File: src/hw/rtl/parabolic_sine_cosine_macros.svh
// ----------------------------------------------------------------------------
// parabolic_sine_cosine_macros
// Assertion macros used by the parabolic sine/cosine top module.
// ----------------------------------------------------------------------------
`ifndef PARABOLIC_SINE_COSINE_MACROS_SVH
`define PARABOLIC_SINE_COSINE_MACROS_SVH

// same-cycle implication
`define PSC_ASSERT_IMP(label, clk, rst_n, ante, cons, msg) \
  label: assert property (@(posedge clk) disable iff (!rst_n) (ante) |-> (cons)) \
    else $error(msg);

// next-cycle implication
`define PSC_ASSERT_NXT(label, clk, rst_n, ante, cons, msg) \
  label: assert property (@(posedge clk) disable iff (!rst_n) (ante) |=> (cons)) \
    else $error(msg);

`endif

File: src/hw/rtl/psc_pkg.sv
// ----------------------------------------------------------------------------
// psc_pkg
// Constants and types of the parabolic sine/cosine pipeline.
// ----------------------------------------------------------------------------
`timescale 1ns / 1ps

package psc_pkg;

  localparam int ANGLE_WIDTH_DEF  = 20;
  localparam int RESULT_WIDTH_DEF = 16;

  localparam int ANGLE_IN_W = 19;
  localparam int ANGLE_BYTES_W = 24;

  // reduced angle and parabola, signed, |v| <= 2^20
  localparam int XW = 22;

  localparam int Q14_PI      = 51472;
  localparam int Q14_TWO_PI  = 102944;
  localparam int Q14_HALF_PI = 25736;
  localparam int ANGLE_CLAMP = 1048576;

  localparam int Q16_FOUR_OVER_PI    = 83443;
  localparam int Q16_FOUR_OVER_PI_SQ = 26561;
  localparam int Q16_REFINE          = 14746;

  typedef logic signed [XW-1:0] xval_t;

endpackage

File: src/hw/rtl/psc_refine.sv
// ----------------------------------------------------------------------------
// psc_refine
// Refinement 0.225*(y|y| - y) + y in Q56, rounded half up and saturated.
// Five stages: gain product, gain offset, split product, sum, round/saturate.
// ----------------------------------------------------------------------------
`timescale 1ns / 1ps

module psc_refine #(
  parameter int RESULT_WIDTH = psc_pkg::RESULT_WIDTH_DEF
) (
  input  logic                           clk,
  input  logic                           rst_n,
  input  logic                           s_valid,
  output logic                           s_ready,
  input  psc_pkg::xval_t                 y,
  output logic                           m_valid,
  input  logic                           m_ready,
  output logic signed [RESULT_WIDTH-1:0] value
);

  localparam int NS = 5;
  localparam int XW = psc_pkg::XW;
  localparam int SH = 57 - RESULT_WIDTH;
  localparam logic signed [21:0] ONE_Y = 22'(psc_pkg::ANGLE_CLAMP);
  localparam logic signed [36:0] C_REF = 37'(psc_pkg::Q16_REFINE);
  localparam logic signed [37:0] OFFS  = 38'sd1 <<< 36;
  localparam logic signed [59:0] HALF  = 60'sd1 <<< (SH - 1);
  localparam logic signed [59:0] LIM   = (60'sd1 <<< (RESULT_WIDTH - 1)) - 60'sd1;

  logic [NS-1:0]                  v_r;
  logic [NS-1:0]                  en;

  logic [XW-2:0]                  ay;
  logic signed [21:0]             d;
  logic signed [36:0]             kk_nxt, kk_r;
  logic [36:0]                    k_nxt, k_r;
  psc_pkg::xval_t                 yf_r, yg_r;
  logic signed [41:0]             pplo_nxt, pplo_r, pphi_nxt, pphi_r;
  logic signed [59:0]             z_nxt, z_r;
  logic signed [59:0]             rz;
  logic signed [RESULT_WIDTH-1:0] value_nxt, value_r;

  always_comb begin
    en[NS-1] = !v_r[NS-1] || m_ready;
    for (int i = NS - 2; i >= 0; i--) begin
      en[i] = !v_r[i] || en[i+1];
    end
  end

  always_comb begin
    ay       = (XW-1)'(y[XW-1] ? -y : y);
    d        = $signed({1'b0, ay}) - ONE_Y;
    kk_nxt   = 37'(d) * C_REF;
    k_nxt    = 37'(38'(kk_r) + OFFS);
    pplo_nxt = 42'(yg_r) * 42'($signed({1'b0, k_r[17:0]}));
    pphi_nxt = 42'(yg_r) * 42'($signed({1'b0, k_r[36:18]}));
    z_nxt    = (60'(pphi_r) <<< 18) + 60'(pplo_r);
    rz       = (z_r + HALF) >>> SH;
    if (rz > LIM) begin
      value_nxt = RESULT_WIDTH'(LIM);
    end else if (rz < -LIM) begin
      value_nxt = RESULT_WIDTH'(-LIM);
    end else begin
      value_nxt = RESULT_WIDTH'(rz);
    end
  end

  assign s_ready = en[0];
  assign m_valid = v_r[NS-1];
  assign value   = value_r;

  always_ff @(posedge clk) begin
    if (!rst_n) begin
      v_r <= '0;
    end else begin
      if (en[0]) begin
        v_r[0] <= s_valid;
      end
      for (int i = 1; i < NS; i++) begin
        if (en[i]) begin
          v_r[i] <= v_r[i-1];
        end
      end
    end
  end

  always_ff @(posedge clk) begin
    if (en[0]) begin
      kk_r <= kk_nxt;
      yf_r <= y;
    end
    if (en[1]) begin
      k_r  <= k_nxt;
      yg_r <= yf_r;
    end
    if (en[2]) begin
      pplo_r <= pplo_nxt;
      pphi_r <= pphi_nxt;
    end
    if (en[3]) begin
      z_r <= z_nxt;
    end
    if (en[4]) begin
      value_r <= value_nxt;
    end
  end

endmodule
File: config.mk
export PLATFORM = sky130hd
export DESIGN_NAME = psc_refine
export DESIGN_NICKNAME = d
export VERILOG_FILES = /design/src/hw/rtl/parabolic_sine_cosine_macros.svh /design/src/hw/rtl/psc_pkg.sv /design/src/hw/rtl/psc_refine.sv
export SDC_FILE = /design/constraint.sdc
export NUM_CORES = 2
export LEC_CHECK = 0
export BUFFER_PORTS_ARGS = -buffer_cell sky130_fd_sc_hd__buf_2
export CORE_MARGIN = 10
export CORE_UTILIZATION = 65
export DETAILED_ROUTE_END_ITERATION = 7
export PLACE_DENSITY = 0.89
export SLEW_MARGIN = 0
export SYNTH_ARGS = -nofsm -noshare
export SYNTH_HDL_FRONTEND = slang
export SYNTH_SLANG_ARGS = --single-unit
File: constraint.sdc
create_clock -name clk -period 13.6 [get_ports clk]
set_clock_uncertainty 0.1 [all_clocks]
set_input_delay 2.72 -clock clk [delete_from_list [all_inputs] [get_ports clk]]
set_output_delay 2.72 -clock clk [all_outputs]
set_load 0.1 [all_outputs]
# == After elaboration in Yosys (flattened, before gate mapping) ==
# Cells that the tools add are included.
# totals
mem_bits_ro,0
in_bits,26
wordCells,37
out_inout_bits,18
mem_bits_rw,0
regBits,281
memories,0
latchBits,0
# op_classes
bitwise_logic,0
order_cmp,2
div,0
addsub,5
mux,2
n_mul,3
reduce_logical,11
n_eq_ne,0
n_shift,0
# op_table
operator,n
$add A60 B41 Y60,1
$add A60 B42 Y60 const B,1
$mul A22 B20 Y42,1
$mul A22 B19 Y41,1
$add A37 B37 Y37 const B,1
$mul A22 B14 Y36 const B,1
$sub A21 B21 Y22 const B,1
$mux W21,1
$neg A21 Y21,1
$gt A19 B16 Y1 const B,1
$lt A19 B16 Y1 const B,1
$mux W16,1
$logic_not A1 Y1,5
$logic_or A1 B1 Y1,5
$reduce_or A2 Y1,1

# == Logic depth before layout (Yosys ltp) ==
# logic_depth
word_depth,6
ltp_mapped,30
ltp_nobuf,28

# == Least setup slack after synthesis ==
# No wires, ideal clock.
# synth_path
path_type,input to register
startpoint,in y[12]
endpoint,"reg kk_r[36], data pin"
setup_ns,0.298
t_arrival_ns,9.375
n_path_buf,2
required_ns,13.202
stages,27
path_slack_ns,3.826
cell_sequence,or4_1 or2_4 or4_4 o31ai_4 xnor2_2 clkinv_4 buf_6 ha_1 ha_1 buf_2 inv_1 fa_1 fa_1 inv_1 fa_1 inv_1 fa_1 inv_1 ha_1 and4_1 nand2_1 nand2_1 a21oi_1 a21oi_1 a221o_1 o41a_1 xnor2_1
# synth_via
elab_chain_len,4
# synth_rtl
element,line,text
start: declaration,psc_refine.sv:15,"input psc_pkg::xval_t y,"
$neg A21 Y21,psc_refine.sv:51,ay = (XW-1)'(y[XW-1] ? -y : y);
$mux W21 *,psc_refine.sv:51,
$sub A21 B21 Y22 *,psc_refine.sv:52,"d = $signed({1'b0, ay}) - ONE_Y;"
$mul A22 B14 Y36 *,psc_refine.sv:53,kk_nxt = 37'(d) * C_REF;
named net kk_nxt[36],psc_refine.sv:35,"logic signed [36:0] kk_nxt, kk_r;"
end signal: assignment,psc_refine.sv:89,kk_r <= kk_nxt;
end: declaration,psc_refine.sv:35,
# The timed path passes the listed nets; every way through them passes the cells marked *.
# A chain may end at the register's enable or synchronous reset.

# == Worst setup path in the final report ==
# Ends and elaborated chain as after synthesis.

==> results.md <==
* Total core area at 67300 sq um
* Worst reg2reg path depth at 25
* RSZ-0062 raised after global routing: no
* Ys async rst share at 0%
* Largest net degree at the start of global routing at 66
* Placed insts at 5289
* First-pass GRT wire length at about 160000 microns
* DR WL/cell at 18.3 microns
* Area grow syn2layout at 3.83%
* Root buf cell: clkbuf_16
* Hold Crit Class: flop to flop
* Clock-pin slew on the worst setup and hold paths at 0.07 ns
* Final #Nets at 5750
* Clock buffer count from CTS at 25
* Filler cells at 4721
* Post-synthesis area per instance at 9.78 sq um
* Final hold violations at 0
* Sum Neg Setup Slack at 0 ns
* CP endpoint: kk_r[36]
* Initial DRC Count at 2034
* Bufs on Longest Clock Path at 3
* Initial Utilization at 65.6%
* CP Launch Type: input port
* Quantity of I/O buffers inserted on ports at 43
* Register Area at 6560 sq um
* # hold bufs at CTS at 0
* Status: completed
* Register area share after synthesis at 14.9%
* Die X at 281 microns
* Post-Route WL at ~97000 microns
* Flops & latches, synth at 220
* Final Wtd Congestion at 0.947
* Die footprint at 78700 sq um
* # Max-Cap Violations at 0
* Worst Path Arrival at between 10 and 15 ns
* Max stage delay on crit path at 0.56 ns
* Io pins at 44
* Crit path max fanout at 22
* GRT overflow at 0
* Worst rel slew slack at 31.1%
* Detail Placement HPWL at slightly below 80000 microns
* Overall routing resource usage at 25.8%
* Initial antenna violation count at 3
* Final period util at about three quarters
* Post-synthesis cell area at approximately 44000 sq um
* Height of the die at 281 microns
* Post-CTS setup buffers at 0
* Reg2Reg Setup Slack at 5.49 ns
* CTS tree: built
* Mapped Cells at 4511
* Fmax at 100 MHz
* R2r endpoint: pphi_r[41]
* Row count at 95
* Worst-Margin Slew at slightly above 1 ns
* Via count at 30283
* Slowest CP cell: or4_1
* CTS sink cnt at 220
* WP data required at 13.77 ns
* Synthesis warning total at 0
* Crit-path most repeated cell: fa_1
* PostCTS Resize Cnt at 0
* Number of synthesized flops with an enable pin at 215
* Ys flop type: edfxtp_1
* Ant diodes at 0
* Vias per cell at roughly 5.7
* Top-area cell type share of the netlist area at 41.3%
* Worst skew pair latency at about 0.55 ns
* Number of global-route vias before repair at 33871
* DRT antenna net count at 0
* Hold slack at 0.303 ns
* Multi-input gate area at 32700 sq um
* Crit Path Category: input port to flop
* Fin cells at 5331
* Share of layout cells above drive strength 1 at 3.01%
* Worst Setup SP: y[12]
* DR DRC count at 0
* Fin. max-slew vios at 0
* Synth area leader: fa_1
* Crit path time final at 9.97 ns
* Final number of setup-violating endpoints at 0
* Syn_nets at slightly below 6000
* Area contributors post-synth: fa_1 (41%), edfxtp_1 (15%), ha_1 (10%), inv_1 (9.6%), and2_1 (5.3%)
* Library cells used by synthesis at slightly below 80
* Drt first pass iters at 8
* CP Capture Type: flop
* RR Startpoint: yg_r[6]
* H-Tree Depth at 1
[synthesized netlist by cell type, drive strengths merged, types with 6 or more instances]
library cell / instances
a2111oi: 8
a211o: 10
a211oi: 19
a21o: 61
a21oi: 142
a31oi: 7
and2: 374
and3: 14
and4: 6
clkbuf: 169
edfxtp: 215
fa: 911
ha: 370
inv: 1125
nand2: 502
nand2b: 16
nand3: 34
nand4: 17
nor2: 72
nor2b: 16
nor3: 31
nor4: 6
o211ai: 7
o21a: 27
o21ai: 65
o21bai: 12
or2: 9
or3: 10
xnor2: 127
xor2: 62
[worst min path at each step]
stage / startpoint / to / slack (ns) / depth (start not counted)
detailed placement: kk_r[23] / k_r[23] / 0.30 / 0
CTS: kk_r[25] / k_r[25] / 0.29 / 0
floorplan: kk_r[10] / k_r[10] / 0.30 / 0
global route: kk_r[25] / k_r[25] / 0.32 / 0
finish: kk_r[25] / k_r[25] / 0.30 / 0
global placement: kk_r[7] / k_r[7] / 0.30 / 0
[state kept, by name, summed over array words and instances, names as in the netlist]
signal / count
pplo_r: 23
v_r: 5
k_r: 35
z_r: 20
value: 16
pphi_r: 42
yg_r: 22
kk_r: 35
yf_r: 22
[per-layer routing]
metal | routed length [microns] | track usage, % | vias to the layer above
li1 | - | - | 13453
met1 | 37400 | 31.8 | 15248
met2 | 48300 | 45.1 | 1263
met3 | 7980 | 4.41 | 315
met4 | 3670 | 9.08 | 4
met5 | 27 | 0 | -
[cell type report]
class	instances	area share, %
clock inverter	9	0.249
timing repair buffer	79	1.06
multi-input combinational	2990	71.3
inverter	1127	9.25
tap	873	2.38
clock buffer	33	1.43
sequential	220	14.3
[per-stage QoR]
step                utilization [%]  setup WS, ns  cell area, sq um
global route                   68.1          3.22             45800
CTS                            68.1          3.71             45800
floorplan                         -          3.83             44100
finish                         68.1          3.63             45800
global placement               66.9          3.36             45000
detailed placement             66.9          3.19             45000
[placed cells by master, fill, tap and decap left out, types with 60 or more instances in the layout]
cell / count
inv_1: 1124
fa_1: 911
nand2_1: 501
and2_1: 373
ha_1: 370
edfxtp_1: 215
a21oi_1: 141
xnor2_1: 126
nor2_1: 72
xor2_1: 62
o21ai_0: 62
a21o_1: 60
[cell families (layout without fill, tap and decap cells)]
logic type	count (synthesis)	in the layout	synth area share (%)
XOR/XNOR	189	189	3.77
adder cells (fa/ha/maj)	1281	1281	51.8
buffers and inverters	1301	1248	11.1
flip-flops	220	220	14.9
AO/OA/AOI/OAI	400	400	5.84
multiplexers	4	4	0.0964
AND/OR/NAND/NOR	1115	1115	12.5
other	1	1	0.00850
[critical path, delay by kind of cell]
kind | cells | cell delay [ns]
AND/OR/NAND/NOR | 5 | 1.45
AO/OA/AOI/OAI | 7 | 1.71
adder cells (fa/ha/maj) | 7 | 3.13
XOR/XNOR | 2 | 0.27
buffers and inverters | 5 | 0.81
Power is not shown: default switching activity piles up to over one toggle a cycle in this logic, so the estimate is an artifact.
