### src/hw/rtl/parabolic_sine_cosine_macros.svh
// ----------------------------------------------------------------------------
// parabolic_sine_cosine_macros
// Assertion macros used by the parabolic sine/cosine top module.
// ----------------------------------------------------------------------------
`ifndef PARABOLIC_SINE_COSINE_MACROS_SVH
`define PARABOLIC_SINE_COSINE_MACROS_SVH

// same-cycle implication
`define PSC_ASSERT_IMP(label, clk, rst_n, ante, cons, msg) \
  label: assert property (@(posedge clk) disable iff (!rst_n) (ante) |-> (cons)) \
    else $error(msg);

// next-cycle implication
`define PSC_ASSERT_NXT(label, clk, rst_n, ante, cons, msg) \
  label: assert property (@(posedge clk) disable iff (!rst_n) (ante) |=> (cons)) \
    else $error(msg);

`endif

### src/hw/rtl/psc_pkg.sv
// ----------------------------------------------------------------------------
// psc_pkg
// Constants and types of the parabolic sine/cosine pipeline.
// ----------------------------------------------------------------------------
`timescale 1ns / 1ps

package psc_pkg;

  localparam int ANGLE_WIDTH_DEF  = 20;
  localparam int RESULT_WIDTH_DEF = 16;

  localparam int ANGLE_IN_W = 19;
  localparam int ANGLE_BYTES_W = 24;

  // reduced angle and parabola, signed, |v| <= 2^20
  localparam int XW = 22;

  localparam int Q14_PI      = 51472;
  localparam int Q14_TWO_PI  = 102944;
  localparam int Q14_HALF_PI = 25736;
  localparam int ANGLE_CLAMP = 1048576;

  localparam int Q16_FOUR_OVER_PI    = 83443;
  localparam int Q16_FOUR_OVER_PI_SQ = 26561;
  localparam int Q16_REFINE          = 14746;

  typedef logic signed [XW-1:0] xval_t;

endpackage

### src/hw/rtl/psc_parab.sv
// ----------------------------------------------------------------------------
// psc_parab
// Parabola (4/pi)x - (4/pi^2)x|x| in Q44, rounded to Q20 and clamped to +/-1.
// Five stages: coefficient product, slope, split product, sum, round/clamp.
// ----------------------------------------------------------------------------
`timescale 1ns / 1ps

module psc_parab (
  input  logic           clk,
  input  logic           rst_n,
  input  logic           s_valid,
  output logic           s_ready,
  input  psc_pkg::xval_t x,
  output logic           m_valid,
  input  logic           m_ready,
  output psc_pkg::xval_t y
);

  localparam int NS = 5;
  localparam int XW = psc_pkg::XW;
  localparam logic [14:0] C_SQ = 15'(psc_pkg::Q16_FOUR_OVER_PI_SQ);
  localparam logic signed [36:0] C_LIN = 37'(psc_pkg::Q16_FOUR_OVER_PI * 16384);
  localparam logic signed [58:0] HALF = 59'sd8388608;
  localparam logic signed [58:0] ONE  = 59'(psc_pkg::ANGLE_CLAMP);

  logic [NS-1:0]        v_r;
  logic [NS-1:0]        en;

  logic [XW-2:0]        ax;
  logic [35:0]          p_nxt, p_r;
  psc_pkg::xval_t       xa_r, xb_r;
  logic signed [36:0]   m_nxt, m_r;
  logic signed [40:0]   pplo_nxt, pplo_r, pphi_nxt, pphi_r;
  logic signed [58:0]   y44_nxt, y44_r;
  logic signed [58:0]   yr;
  psc_pkg::xval_t       y_nxt, y_r;

  always_comb begin
    en[NS-1] = !v_r[NS-1] || m_ready;
    for (int i = NS - 2; i >= 0; i--) begin
      en[i] = !v_r[i] || en[i+1];
    end
  end

  always_comb begin
    ax       = (XW-1)'(x[XW-1] ? -x : x);
    p_nxt    = 36'(C_SQ) * 36'(ax);
    m_nxt    = C_LIN - $signed(37'(p_r));
    pplo_nxt = 41'(xb_r) * 41'($signed({1'b0, m_r[17:0]}));
    pphi_nxt = 41'(xb_r) * 41'($signed(m_r[36:18]));
    y44_nxt  = (59'(pphi_r) <<< 18) + 59'(pplo_r);
    yr       = (y44_r + HALF) >>> 24;
    if (yr > ONE) begin
      y_nxt = XW'(ONE);
    end else if (yr < -ONE) begin
      y_nxt = XW'(-ONE);
    end else begin
      y_nxt = XW'(yr);
    end
  end

  assign s_ready = en[0];
  assign m_valid = v_r[NS-1];
  assign y       = y_r;

  always_ff @(posedge clk) begin
    if (!rst_n) begin
      v_r <= '0;
    end else begin
      if (en[0]) begin
        v_r[0] <= s_valid;
      end
      for (int i = 1; i < NS; i++) begin
        if (en[i]) begin
          v_r[i] <= v_r[i-1];
        end
      end
    end
  end

  always_ff @(posedge clk) begin
    if (en[0]) begin
      p_r  <= p_nxt;
      xa_r <= x;
    end
    if (en[1]) begin
      m_r  <= m_nxt;
      xb_r <= xa_r;
    end
    if (en[2]) begin
      pplo_r <= pplo_nxt;
      pphi_r <= pphi_nxt;
    end
    if (en[3]) begin
      y44_r <= y44_nxt;
    end
    if (en[4]) begin
      y_r <= y_nxt;
    end
  end

endmodule

### config.mk
export PLATFORM = sky130hd
export DESIGN_NAME = psc_parab
export DESIGN_NICKNAME = d
export VERILOG_FILES = /design/src/hw/rtl/parabolic_sine_cosine_macros.svh /design/src/hw/rtl/psc_pkg.sv /design/src/hw/rtl/psc_parab.sv
export SDC_FILE = /design/constraint.sdc
export NUM_CORES = 2
export LEC_CHECK = 0
export BUFFER_PORTS_ARGS = -buffer_cell sky130_fd_sc_hd__buf_2
export CAP_MARGIN = 20
export CORE_MARGIN = 2
export CORE_UTILIZATION = 50
export DETAILED_ROUTE_END_ITERATION = 16
export GPL_ROUTABILITY_DRIVEN = 0
export GPL_TIMING_DRIVEN = 0
export HOLD_SLACK_MARGIN = 0.15
export PLACE_DENSITY = 0.63
export SETUP_SLACK_MARGIN = 0.3
export SYNTH_ARGS = -nofsm -noshare
export SYNTH_HDL_FRONTEND = slang
export SYNTH_SLANG_ARGS = --single-unit
export TNS_END_PERCENT = 10
### constraint.sdc
create_clock -name clk -period 13.7 [get_ports clk]
set_input_delay 2.74 -clock clk [delete_from_list [all_inputs] [get_ports clk]]
set_output_delay 2.74 -clock clk [all_outputs]
set_load 0.01 [all_outputs]
Yosys cells after proc, flatten, opt, wreduce, memory -nomap -nowiden
Cells that the tools add are included.
Word-level totals
  bits in registers: 285
  bits in latches: 0
  bits in writable memories: 0
  ROM bits: 0
  memories: 0
Operators by class
  $add $sub $neg: 4
  multiply operators: 3
  div/mod/pow operators: 0
  order comparisons: 2
  eq/ne operators: 0
  shift operators: 0
  multiplexer cells: 2
  bitwise gates (word level): 0
  reductions and logical operators: 11
Operator list (number)
  multiplier 22 x 19 -> 41 bit: 2
  adder 59 x 25 -> 59 bit (second input constant): 1
  adder 59 x 41 -> 59 bit: 1
  subtractor 31 x 36 -> 37 bit (first input constant): 1
  multiplier 15 x 21 -> 36 bit (first input constant): 1
  > comparator 35 x 22 -> 1 bit (second input constant): 1
  less-than comparator 35 x 21 -> 1 bit (second input constant): 1
  2-to-1 mux 22 bit: 1
  2-to-1 mux 21 bit: 1
  negation 21 bit: 1
  logical NOT 1 bit: 5
  logical OR 1 bit: 5
  OR reduction 2 bit: 1

Longest topological paths before layout
  depth after elaboration: 6
  mapped depth: 26
  mapped depth without buffers: 26

Worst setup path before layout
Ideal clock, no wire load.
  path type: in2reg
  start: input x[5]
  end: register p_r[34], data pin
  setup time: 258 ps
  data arrival time: 9310 ps
  data required time: 13442 ps
  slack: 4133 ps
  stages: 25
  buffers on the path: 0
  path through: or4_1 -> nor4_1 -> nor2b_1 -> nand2_1 -> o41ai_1 -> xnor2_1 -> inv_1 -> fa_1 -> inv_1 -> fa_1 -> inv_1 -> fa_1 -> fa_1 -> inv_1 -> fa_1 -> ha_1 -> ha_1 -> a211oi_1 -> nand2_1 -> a2111o_1 -> a2111oi_2 -> nor3_1 -> a211o_1 -> a21oi_1 -> xnor2_1
On the way
  longest elaborated chain between the ends: 3
RTL lines
  start, declared: line psc_parab.sv:13  | input psc_pkg::xval_t x,
  negation 21 bit: line psc_parab.sv:46  | ax = (XW-1)'(x[XW-1] ? -x : x);
  2-to-1 mux 21 bit (*): line psc_parab.sv:46
  multiplier 15 x 21 -> 36 bit (*): line psc_parab.sv:47  | p_nxt = 36'(C_SQ) * 36'(ax);
  via p_nxt[34]: line psc_parab.sv:30  | logic [35:0] p_nxt, p_r;
  end signal, assigned: line psc_parab.sv:83  | p_r <= p_nxt;
  end, declared: line psc_parab.sv:30
Mark *: on every way through the listed nets, which the timed path passes. The rest lies on a longest branch.
A chain may end at the register's enable or synchronous reset.

Worst setup path in the final report
Same ends and word-level chain as after synthesis.

==> impl_results.md <==
- DPL Wire Length: 100400 um
- Area fraction of the dominant cell type after synthesis: 0.4074
- Initial DRC Count: 2169
- Seq/Total Area, Yosys: 0.1598
- Core ar.: 0.08974 sq mm
- Final setup viols: 0
- Top cells by count, synth: inv_1 (1052), fa_1 (919), nand2_1 (547)
- Crit path DAT: 10.46 ns
- Area grow syn2layout: 6.026%
- Dominant cell type by area after synthesis: fa_1
- Max-Cap Viols: 0
- Met1 Use GR: 0.3492
- Post-CTS Resized: 0
- Site Rows: 110
- Share of layout cells above drive strength 1: 0.02638
- Routed WL per cell: 20.30 um
- DIE WIDTH: 304.5 um
- Number of port buffers: 49
- Top-count cell post-synth: inv_1
- Die Span Y: 304.5 um
- M2 GR Usage: 0.4336
- Pre-CTS WS: 2.951 ns
- FF+latch count, synth: 242
- Via count: 31011
- Most used routing layer: met2
- First drt pass iteration count: 7
- Yosys Warn Count: 0
- Clock latency on the worst-skew pair: 0.57 ns
- All-layer global routing usage: 0.2652
- Ys async rst share: 0
- Final Slew Violations: 0
- Status: completed
- CP startpoint kind: primary input
- Initial antenna violation count: 9
- Total Wirelength: 118600 um
- Final Hold Vio Count: 0
- CTS Sinks: 242
- Post-synthesis adder-cell area fraction: 0.5163
- Post-synth EDFFs: 237
- Fill cells: 8192
- Setup_tns: 0 ns
- Post-synthesis compound-gate area fraction: 0.04926
- Largest family of logic cells by synthesized area: adder cells
- CP top delay family: adder cells
- Post-route ant nets: 0
- Kind of critical path: in2reg
- Reg clk slew, reported paths: 0.06 ns
- Worst-margin pin slew: 1.166 ns
- Final min period: 10.16 ns
- Crit path max-delay cell type: or4_1
- Syn Nets: 5895
- RSZ-0062 raised after global routing: false
- Top cell by count, worst path: fa_1
- CP Max Fanout: 5
- Number of global-route vias before repair: 32829
- Final Util: 0.5336
- Root buf cell: clkbuf_16
- Final nets: 5979
- XOR/XNOR Fraction of Synth Area: 0.03801
- Synth Instances: 4557
- DRC viols: 0
- Simple-gate share of the synthesized area: 0.1345
- Mux contribution to synthesized area: 0.0002216
- Netlist cell types: 77
- CP peak stage delay: 0.59 ns
- Worst EP required: 14.00 ns
- Largest net degree at the start of global routing: 59
- CP Capture Type: flip-flop
- First-pass GRT wire length: 187500 um
- Setup bufs post-CTS: 0
- Mapped Area: 0.04516 sq mm
- TritonCTS Buffers: 28
- Starting Density: 0.5033
- Max frequency: 98.38 MHz
- Period Utilization, post-route: 0.7420
- Synth top area cells: fa_1 (41%), edfxtp_1 (16%), ha_1 (11%)
- Ys flop type: edfxtp_1
- Hold Path Class: reg2reg
- H-Tree Depth: 1
- Vias/cell: 5.309
- Worst path bufs/invs: 5
- Bufs on Longest Clock Path: 3
- # IOs: 50
- Total die area: 0.09274 sq mm
- Post-Syn Area per Cell: 9.910 sq um
- Clk_skew: 0.02204 ns
- Gr ovfl total: 0
- Hold_buf cts: 0
- Setup WS post-layout: 3.535 ns
- WHS: 0.4141 ns
- CTS tree: done
- GR Util met3: 0.05389
- Max_slew headroom: 0.2228
## per-layer routing
layer,wire (um),share of wire,up-vias
li1,-,-,14042
met1,47820,0.40,15485
met2,54170,0.46,1213
met3,10960,0.092,261
met4,5554,0.047,10
met5,60,0.00051,-
## cells in the final DEF (no fill, tap or decap), types with 4 or more instances in the layout
cell | Yosys | routed
fa_1 | 919 | 919
o21bai_1 | 15 | 15
nand2b_1 | 19 | 19
o211ai_1 | 8 | 8
nor2b_1 | 26 | 26
a211oi_1 | 12 | 12
a211o_1 | 6 | 6
or2_2 | 5 | 5
a2111oi_0 | 4 | 4
nor3_1 | 35 | 35
nor4_1 | 14 | 14
o21a_1 | 25 | 25
clkbuf_1 | 165 | 168
xnor2_1 | 132 | 132
and4_1 | 11 | 11
nand2_1 | 547 | 546
nand3_1 | 42 | 41
clkbuf_16 | 0 | 29
a21oi_1 | 93 | 93
xor2_1 | 64 | 64
a221oi_1 | 7 | 7
inv_1 | 1052 | 1051
and2_1 | 331 | 331
or3_1 | 11 | 11
clkinv_1 | 1 | 11
nor2_1 | 133 | 133
nand3b_1 | 8 | 8
o31ai_1 | 11 | 11
nand4_1 | 21 | 21
dfxtp_1 | 5 | 5
edfxtp_1 | 237 | 237
a31oi_1 | 8 | 8
a21boi_0 | 6 | 6
ha_1 | 393 | 393
o21ai_0 | 60 | 60
a21o_1 | 35 | 35
buf_2 | 5 | 54
clkinv_2 | 0 | 7
and3_1 | 33 | 33
## kinds of logic after synthesis
logic type	Yosys count
buf+inv	1225
xor+xnor	196
compound gates	335
fa+ha+maj	1312
mux	1
flops	242
simple gates	1246
## worst register-to-register path, delay by kind of cell (launching register included)
kind	cells	cell delay [ns]
simple gates	4	0.99
flops	1	0.31
buf+inv	3	1.67
compound gates	5	2.22
fa+ha+maj	8	3.71
xor+xnor	1	0.34
## sequential cells by signal, indices dropped and copies added (netlist names)
name    count
pphi_r     41
m_r        36
p_r        36
y44_r      36
pplo_r     23
xb_r       22
y          22
xa_r       21
v_r         5
## metrics by stage
stage,area (sq um),std cells
after floorplan,45160,4557
after global placement,46880,5782
after detailed placement,46970,5785
after CTS,47850,5837
after global routing,47880,5839
final,47880,5841
## path summary, 6_finish.rpt
check | startpoint | end | cells past startpoint | slack [ns]
hold reg to reg | xa_r[20] | xb_r[20] | 0 | 0.41
hold / removal | xa_r[20] | xb_r[20] | 0 | 0.41
setup / recovery | x[5] | p_r[34] | 26 | 3.54
setup reg to reg | xb_r[1] | pphi_r[37] | 21 | 4.24
## cell type report
cell class | count | area, sq um | share of cell area
diodes | 2 | 5.005 | 0.0001045
plain buffers | 172 | 653.1 | 0.01364
clock buffers | 32 | 737.0 | 0.01539
clock inverters | 20 | 141.4 | 0.002953
inverters | 1053 | 3953 | 0.08255
multi-input cells | 3090 | 33360 | 0.6967
flip-flops and latches | 242 | 7217 | 0.1507
well taps | 1176 | 1471 | 0.03073
repair buffers | 54 | 346.6 | 0.007238
Power is not shown: default switching activity piles up to over one toggle a cycle in this logic, so the estimate is an artifact.
