**config.mk**
```make
export PLATFORM = sky130hd
export DESIGN_NAME = psc_wrap
export DESIGN_NICKNAME = d
export VERILOG_FILES = /design/src/hw/rtl/parabolic_sine_cosine_macros.svh /design/src/hw/rtl/psc_pkg.sv /design/src/hw/rtl/psc_wrap.sv
export SDC_FILE = /design/constraint.sdc
export NUM_CORES = 1
export LEC_CHECK = 0
export ABC_AREA = 1
export ABC_CLOCK_PERIOD_IN_PS = 2700
export BUFFER_PORTS_ARGS = -buffer_cell sky130_fd_sc_hd__buf_2
export CAP_MARGIN = 5
export CELL_PAD_IN_SITES_DETAIL_PLACEMENT = 1
export CELL_PAD_IN_SITES_GLOBAL_PLACEMENT = 2
export CORE_MARGIN = 2
export CORE_UTILIZATION = 29
export DETAILED_ROUTE_END_ITERATION = 8
export PLACE_DENSITY = 0.88
export SLEW_MARGIN = 15
export SYNTH_ARGS = -nofsm -noshare
export SYNTH_HDL_FRONTEND = slang
export SYNTH_SLANG_ARGS = --single-unit
```
**constraint.sdc**
```tcl
create_clock -name clk -period 2.7 [get_ports clk]
set_input_delay 0.135 -clock clk [delete_from_list [all_inputs] [get_ports clk]]
set_output_delay 0.135 -clock clk [all_outputs]
set_load 0.01 [all_outputs]
```
**src/hw/rtl/parabolic_sine_cosine_macros.svh**
```systemverilog
// ----------------------------------------------------------------------------
// parabolic_sine_cosine_macros
// Assertion macros used by the parabolic sine/cosine top module.
// ----------------------------------------------------------------------------
`ifndef PARABOLIC_SINE_COSINE_MACROS_SVH
`define PARABOLIC_SINE_COSINE_MACROS_SVH

// same-cycle implication
`define PSC_ASSERT_IMP(label, clk, rst_n, ante, cons, msg) \
  label: assert property (@(posedge clk) disable iff (!rst_n) (ante) |-> (cons)) \
    else $error(msg);

// next-cycle implication
`define PSC_ASSERT_NXT(label, clk, rst_n, ante, cons, msg) \
  label: assert property (@(posedge clk) disable iff (!rst_n) (ante) |=> (cons)) \
    else $error(msg);

`endif

```
**src/hw/rtl/psc_pkg.sv**
```systemverilog
// ----------------------------------------------------------------------------
// psc_pkg
// Constants and types of the parabolic sine/cosine pipeline.
// ----------------------------------------------------------------------------
`timescale 1ns / 1ps

package psc_pkg;

  localparam int ANGLE_WIDTH_DEF  = 20;
  localparam int RESULT_WIDTH_DEF = 16;

  localparam int ANGLE_IN_W = 19;
  localparam int ANGLE_BYTES_W = 24;

  // reduced angle and parabola, signed, |v| <= 2^20
  localparam int XW = 22;

  localparam int Q14_PI      = 51472;
  localparam int Q14_TWO_PI  = 102944;
  localparam int Q14_HALF_PI = 25736;
  localparam int ANGLE_CLAMP = 1048576;

  localparam int Q16_FOUR_OVER_PI    = 83443;
  localparam int Q16_FOUR_OVER_PI_SQ = 26561;
  localparam int Q16_REFINE          = 14746;

  typedef logic signed [XW-1:0] xval_t;

endpackage

```
**src/hw/rtl/psc_wrap.sv**
```systemverilog
// ----------------------------------------------------------------------------
// psc_wrap
// Cosine offset, angle register wrap, one 2*pi fold and clamp; one stage.
// ----------------------------------------------------------------------------
`timescale 1ns / 1ps

module psc_wrap #(
  parameter int ANGLE_WIDTH = psc_pkg::ANGLE_WIDTH_DEF
) (
  input  logic                                  clk,
  input  logic                                  rst_n,
  input  logic                                  s_valid,
  output logic                                  s_ready,
  input  logic                                  req_type,
  input  logic signed [psc_pkg::ANGLE_IN_W-1:0] angle,
  output logic                                  m_valid,
  input  logic                                  m_ready,
  output psc_pkg::xval_t                        x
);

  localparam int WW = 35;
  localparam logic signed [WW-1:0] PI_W     = WW'(psc_pkg::Q14_PI);
  localparam logic signed [WW-1:0] TWO_PI_W = WW'(psc_pkg::Q14_TWO_PI);
  localparam logic signed [WW-1:0] CLAMP_W  = WW'(psc_pkg::ANGLE_CLAMP);

  logic signed [20:0]          sum21;
  logic signed [WW-1:0]        sum_w;
  logic signed [ANGLE_WIDTH-1:0] areg;
  logic signed [WW-1:0]        xe;
  logic signed [WW-1:0]        xw;
  logic signed [WW-1:0]        xc;
  logic                        v_r;
  logic                        en;
  psc_pkg::xval_t              x_r;
  psc_pkg::xval_t              x_nxt;

  always_comb begin
    sum21 = 21'(angle) + (req_type ? 21'(psc_pkg::Q14_HALF_PI) : 21'sd0);
    sum_w = WW'(sum21);
    areg  = ANGLE_WIDTH'(sum_w);
    xe    = WW'(areg);
    if (xe < -PI_W) begin
      xw = xe + TWO_PI_W;
    end else if (xe > PI_W) begin
      xw = xe - TWO_PI_W;
    end else begin
      xw = xe;
    end
    if (xw > CLAMP_W) begin
      xc = CLAMP_W;
    end else if (xw < -CLAMP_W) begin
      xc = -CLAMP_W;
    end else begin
      xc = xw;
    end
    x_nxt = xc[psc_pkg::XW-1:0];
  end

  assign en      = !v_r || m_ready;
  assign s_ready = en;
  assign m_valid = v_r;
  assign x       = x_r;

  always_ff @(posedge clk) begin
    if (!rst_n) begin
      v_r <= 1'b0;
    end else if (en) begin
      v_r <= s_valid;
    end
  end

  always_ff @(posedge clk) begin
    if (en) begin
      x_r <= x_nxt;
    end
  end

endmodule

```
=== Yosys cells after proc, flatten, opt, wreduce, memory -nomap -nowiden ===
Index checks and enable logic that the tools add are counted.

* Register bits after elaboration: 23
* Input port bits: 24
* Output and inout port bits: 24
* Word-level logic and storage cells: 17

* $add $sub $neg: 3
* Order comparisons: 4
* Muxes and demuxes: 4
* Reduce and logical (&&, ||, !) cells: 3

{| class="wikitable"
|+ Operator list
! kind !! count
|-
| 35-bit two-way mux || 2
|-
| 35-bit by 22-bit > comparator with 1-bit output, second input constant || 1
|-
| 35-bit by 21-bit less-than comparator with 1-bit output, second input constant || 1
|-
| 22-bit two-way mux || 1
|-
| 20-bit by 18-bit adder with 21-bit output, second input constant || 1
|-
| 20-bit by 18-bit subtractor with 21-bit output, second input constant || 1
|-
| 19-bit by 16-bit adder with 20-bit output || 1
|-
| 20-bit by 17-bit > comparator with 1-bit output, second input constant || 1
|-
| 20-bit by 17-bit less-than comparator with 1-bit output, second input constant || 1
|-
| 15-bit two-way mux || 1
|-
| 2-bit OR reduction || 1
|-
| 1-bit logical NOT || 1
|-
| 1-bit logical OR || 1
|}

=== Depth between registers and ports, before layout ===
* Depth in word-level cells: 7
* Mapped depth: 20
* Depth with buffers taken out: 19

=== Worst setup path after synthesis ===
OpenSTA, ideal clock, no wires.

* Path kind: input port to flip-flop
* Start point: input req_type
* End point: register x_r[17] (netlist: x[17]), data pin
* Library setup time: 252 ps
* Arrival: 2,027 ps
* Data required time: 2,448 ps
* Slack: 420 ps
* Stages on the path: 15
* Buffers on the path: 0
* Cell sequence: ha_1 -> ha_1 -> or2_2 -> nand2_1 -> ha_1 -> a21boi_0 -> nand3_1 -> nand2_1 -> nand3_1 -> nand2_1 -> nand2_1 -> nand2_1 -> nand3_1 -> nand3_1 -> nand2_1

* Longest elaborated chain between the ends: 7
* Elaborated cells between the ends (all ways): 11
* Those cells by class: add/sub (3); order compare (4); mux (3); reduce/logical (1)

{| class="wikitable"
|+ RTL lines
! element !! line !! text
|-
| start: declaration || psc_wrap.sv:14 || <nowiki>input logic req_type,</nowiki>
|-
| 15-bit two-way mux * || psc_wrap.sv:38 || <nowiki>sum21 = 21'(angle) + (req_type ? 21'(psc_pkg::Q14_HALF_PI) : 21'sd0);</nowiki>
|-
| 19-bit by 16-bit adder with 20-bit output * || psc_wrap.sv:38 ||
|-
| 20-bit by 18-bit subtractor with 21-bit output or 20-bit by 17-bit > comparator with 1-bit output (tied branches) || psc_wrap.sv:45, psc_wrap.sv:44 ||
|-
| 35-bit two-way mux || psc_wrap.sv:44 || <nowiki>end else if (xe > PI_W) begin</nowiki>
|-
| 35-bit two-way mux * || psc_wrap.sv:42 || <nowiki>if (xe < -PI_W) begin</nowiki>
|-
| net xw[17] || psc_wrap.sv:30 || <nowiki>logic signed [WW-1:0] xw;</nowiki>
|-
| 35-bit by 22-bit > comparator with 1-bit output or 35-bit by 21-bit less-than comparator with 1-bit output (tied branches) || psc_wrap.sv:49, psc_wrap.sv:51 ||
|-
| 2-bit OR reduction (no source line) || - ||
|-
| end signal: assignment || psc_wrap.sv:74 || <nowiki>x_r <= x_nxt;</nowiki>
|-
| end: declaration || psc_wrap.sv:34 || <nowiki>psc_pkg::xval_t x_r;</nowiki>
|}

The timed path passes the listed nets; every way through them passes the cells marked *.
A chain may end at the register's enable or synchronous reset.

=== Worst setup path after layout ===
Same ends and word-level chain as after synthesis.

==> results.json <==
{
  "cts.sinks": 22,
  "drc": 0,
  "cpPeakStageDelay_ns": 0.27,
  "finalNonFillerCells": 559,
  "vias_per_cell": 4.59,
  "setup_tns_ns": 0,
  "fin_crit_sh_pct": 88.0,
  "num_rows": 33,
  "cp-endpoint": "x[17]$_DFFE_PP_",
  "dp_hpwl_mm": 6.14,
  "crit_required_ns": 2.71,
  "synth_area_sq_um": 2460,
  "ctsResizeCount": 0,
  "ioPinCount": 48,
  "hold_viol": 0,
  "clk_pin_slew_ns": 0.08,
  "hold_depth": 1,
  "place.gp.congestion": 0.833,
  "synth_seq_cells": 22,
  "path_depth": 16,
  "worst_path_most_repeated_cell": "nand2_1",
  "wire_per_inst_microns": 12.7,
  "n_fill_cell": 1120,
  "cts_tree": "yes",
  "worstReg2RegStart": "m_valid$_SDFFE_PN0P_",
  "grt_pass1_vias": 2654,
  "portBuffers": 47,
  "ff2ff_path_depth": 2,
  "grt_pass1_wl_mm": 12.3,
  "synth.distinct_cells": 28,
  "cp_top_family": "simple AND/OR/NAND/NOR gates",
  "postCtsSetupBuffers": 0,
  "fin_skew_ns": 0.0106,
  "cts-root-buf": "clkbuf_8",
  "drt_iter0_drc": 78,
  "p_per_area_nw_per_um2": 403,
  "die_x_microns": 96.0,
  "p_int_uw": 733,
  "path_cells": "buf_2 -> ha_1 -> ha_1 -> or2_2 -> nand2_1 -> ha_1 -> a21boi_0 -> nand3_1 -> nand2_1 -> nand3_1 -> nand2_1 -> nand2_1 -> nand2_1 -> nand3_1 -> nand3_1 -> nand2_1",
  "startpoint_type": "input port",
  "setup_viol": 0,
  "tightest_slew_ns": 0.937,
  "grt_usage_pct": 16.9,
  "cts_buffers": 3,
  "ir_drop_uv": 165,
  "clockBufferDepth": 2,
  "dp_cells": 555,
  "fp.dieH_microns": 96.0,
  "fmax_ghz": 0.421,
  "syn-mean-instance-area_sq_um": 6.22,
  "nets": 488,
  "sw_frac_of_total_pct": 37.9,
  "h-tree-depth": 1,
  "start_util_pct": 29.9,
  "rsz0062_at_grt": "no",
  "critical_path_class": "input port to register",
  "dieArea_sq_um": 9220,
  "ff_latch_area_sq_um": 651,
  "worstPathMaxFanout": 5,
  "syn_to_final_growth_pct": 19.3,
  "path_buf_inv": 1,
  "slew_headroom_pct": 37.4,
  "yosys_warnings": 0,
  "final_layout_size_suffix_gt1_share_pct": 23.3,
  "ys_seq_area_share_pct": 26.5,
  "p_seq_share_pct": 37.7,
  "final_max_slew_viol_count": 0,
  "comb_power_share_pct": 45.1,
  "hold_path_class": "input port to register",
  "design.core.area_sq_um": 8220,
  "synthesis.nets": 428,
  "clk_latency_ns": 0.26,
  "period_minus_slack_ns": 2.37,
  "whs_ns": 0.0636,
  "r2r_setup_slack_ns": 1.33,
  "outcome": "finished, final reports clean",
  "p_leak_nw": 1.59,
  "antenna_left": 0,
  "switchingPower_uw": 447,
  "grt_overflow": 0,
  "crit_start": "req_type",
  "firstDrtPassIters": 4,
  "power.total_mw": 1.18,
  "utilization_pct": 35.6,
  "grt_start_max_net_pins": 24,
  "cp.arrival_ns": 2.38,
  "routed_wl_mm": 7.12,
  "antennaDiodeCount": 0,
  "crit_slowest_cell": "or2_2",
  "netlist_instances": 395,
  "antenna_found_initial": 0,
  "holdBufCountCts": 0,
  "route.vias.total": 2567,
  "worst_r2r_endpoint": "m_valid$_SDFFE_PN0P_",
  "clock_power_share_pct": 17.3,
  "crit_path_end_kind": "register",
  "cap_violations": 0,
  "multi_input_area_sq_um": 1590
}
## metal layers
metal	vias to the layer above	routed length (microns)	GRT usage [%]	part of all wire, %
li1	1372	-	-	-
met1	1148	3510	23.3	49
met2	45	3330	29.3	47
met3	2	236	0.783	3.3
met4	0	39	3.21	0.55
met5	-	0	0	0
## power by group through the flow
stage	clock (mW)	combinational [mW]	sequential (mW)
floorplan	0	0.327	0.483
global placement	0	0.522	0.451
detailed placement	0	0.534	0.454
CTS	0.214	0.536	0.446
global route	0.226	0.611	0.450
finish	0.204	0.532	0.445
## cell type report
class	count	share of cell area [%]
Sequential cell	22	22.2
Timing Repair Buffer	60	11.8
Multi-Input combinational cell	324	54.3
Tap cell	105	4.49
Inverter	44	5.64
Clock buffer	4	1.54
## synth_stat cells
cell type	count	area share (%)
nand2_1	163	25
nand3_1	54	11
inv_1	39	6.0
nor2_1	27	4.1
edfxtp_1	21	26
nand2_2	21	5.3
ha_1	9	4.6
a21oi_1	6	1.2
nand2_4	6	2.8
nor2_2	6	1.5
o21ai_0	6	1.2
xor2_1	6	2.1
inv_2	5	0.76
nand3b_1	4	1.2
nor3_1	4	0.82
a21boi_0	3	0.92
buf_6	2	0.92
nand3_2	2	0.82
nand4_1	2	0.51
a21boi_1	1	0.31
buf_4	1	0.31
buf_8	1	0.61
clkbuf_1	1	0.15
dfxtp_1	1	0.82
nor2_4	1	0.46
o21ai_1	1	0.20
o21bai_2	1	0.46
or2_2	1	0.25
## stage by stage
stage          setup slack, ns  cell area (sq um)
2_1_floorplan            0.420               2460
3_3_place_gp             0.126               2880
3_5_place_dp            0.0492               2880
4_1_cts                  0.331               2930
5_1_grt                0.00517               2930
6_report                 0.325               2930
## worst min path at each step
stage	from	to	slack, ns
after floorplan	angle[0]	x[0]$_DFFE_PP_	0.23
after global placement	angle[0]	x[0]$_DFFE_PP_	0.33
after detailed placement	angle[0]	x[0]$_DFFE_PP_	0.33
after CTS	angle[0]	x[0]$_DFFE_PP_	0.06
after global routing	angle[2]	x[2]$_DFFE_PP_	0.06
final	angle[0]	x[0]$_DFFE_PP_	0.06
## layout by cell type (no fill, tap or decap), types with 3 or more instances in the layout
cell type	synthesis	final
nand3b_1	4	4
ha_1	9	9
nor2_2	6	6
nand3_1	54	54
nor2_1	27	27
edfxtp_1	21	21
inv_2	5	5
inv_1	39	39
nor3_1	4	4
xor2_1	6	6
a21boi_0	3	3
clkbuf_8	0	3
buf_4	1	12
buf_2	0	47
nand2_1	163	163
nand2_4	6	6
o21ai_0	6	6
a21oi_1	6	6
nand2_2	21	21
## sequential cells by signal, summed over array words and instances (netlist names)
register  flops
m_valid       1
x            21
## cells by family (layout without fill, tap and decap cells)
logic type / after synthesis / after routing / share of synthesized area [%]
compound gates: 18 / 18 / 4.33
xor+xnor: 6 / 6 / 2.14
flops: 22 / 22 / 26.5
simple gates: 291 / 291 / 53.7
buf+inv: 49 / 108 / 8.71
fa+ha+maj: 9 / 9 / 4.58
Note: power is estimated with default switching activity, not from simulation.
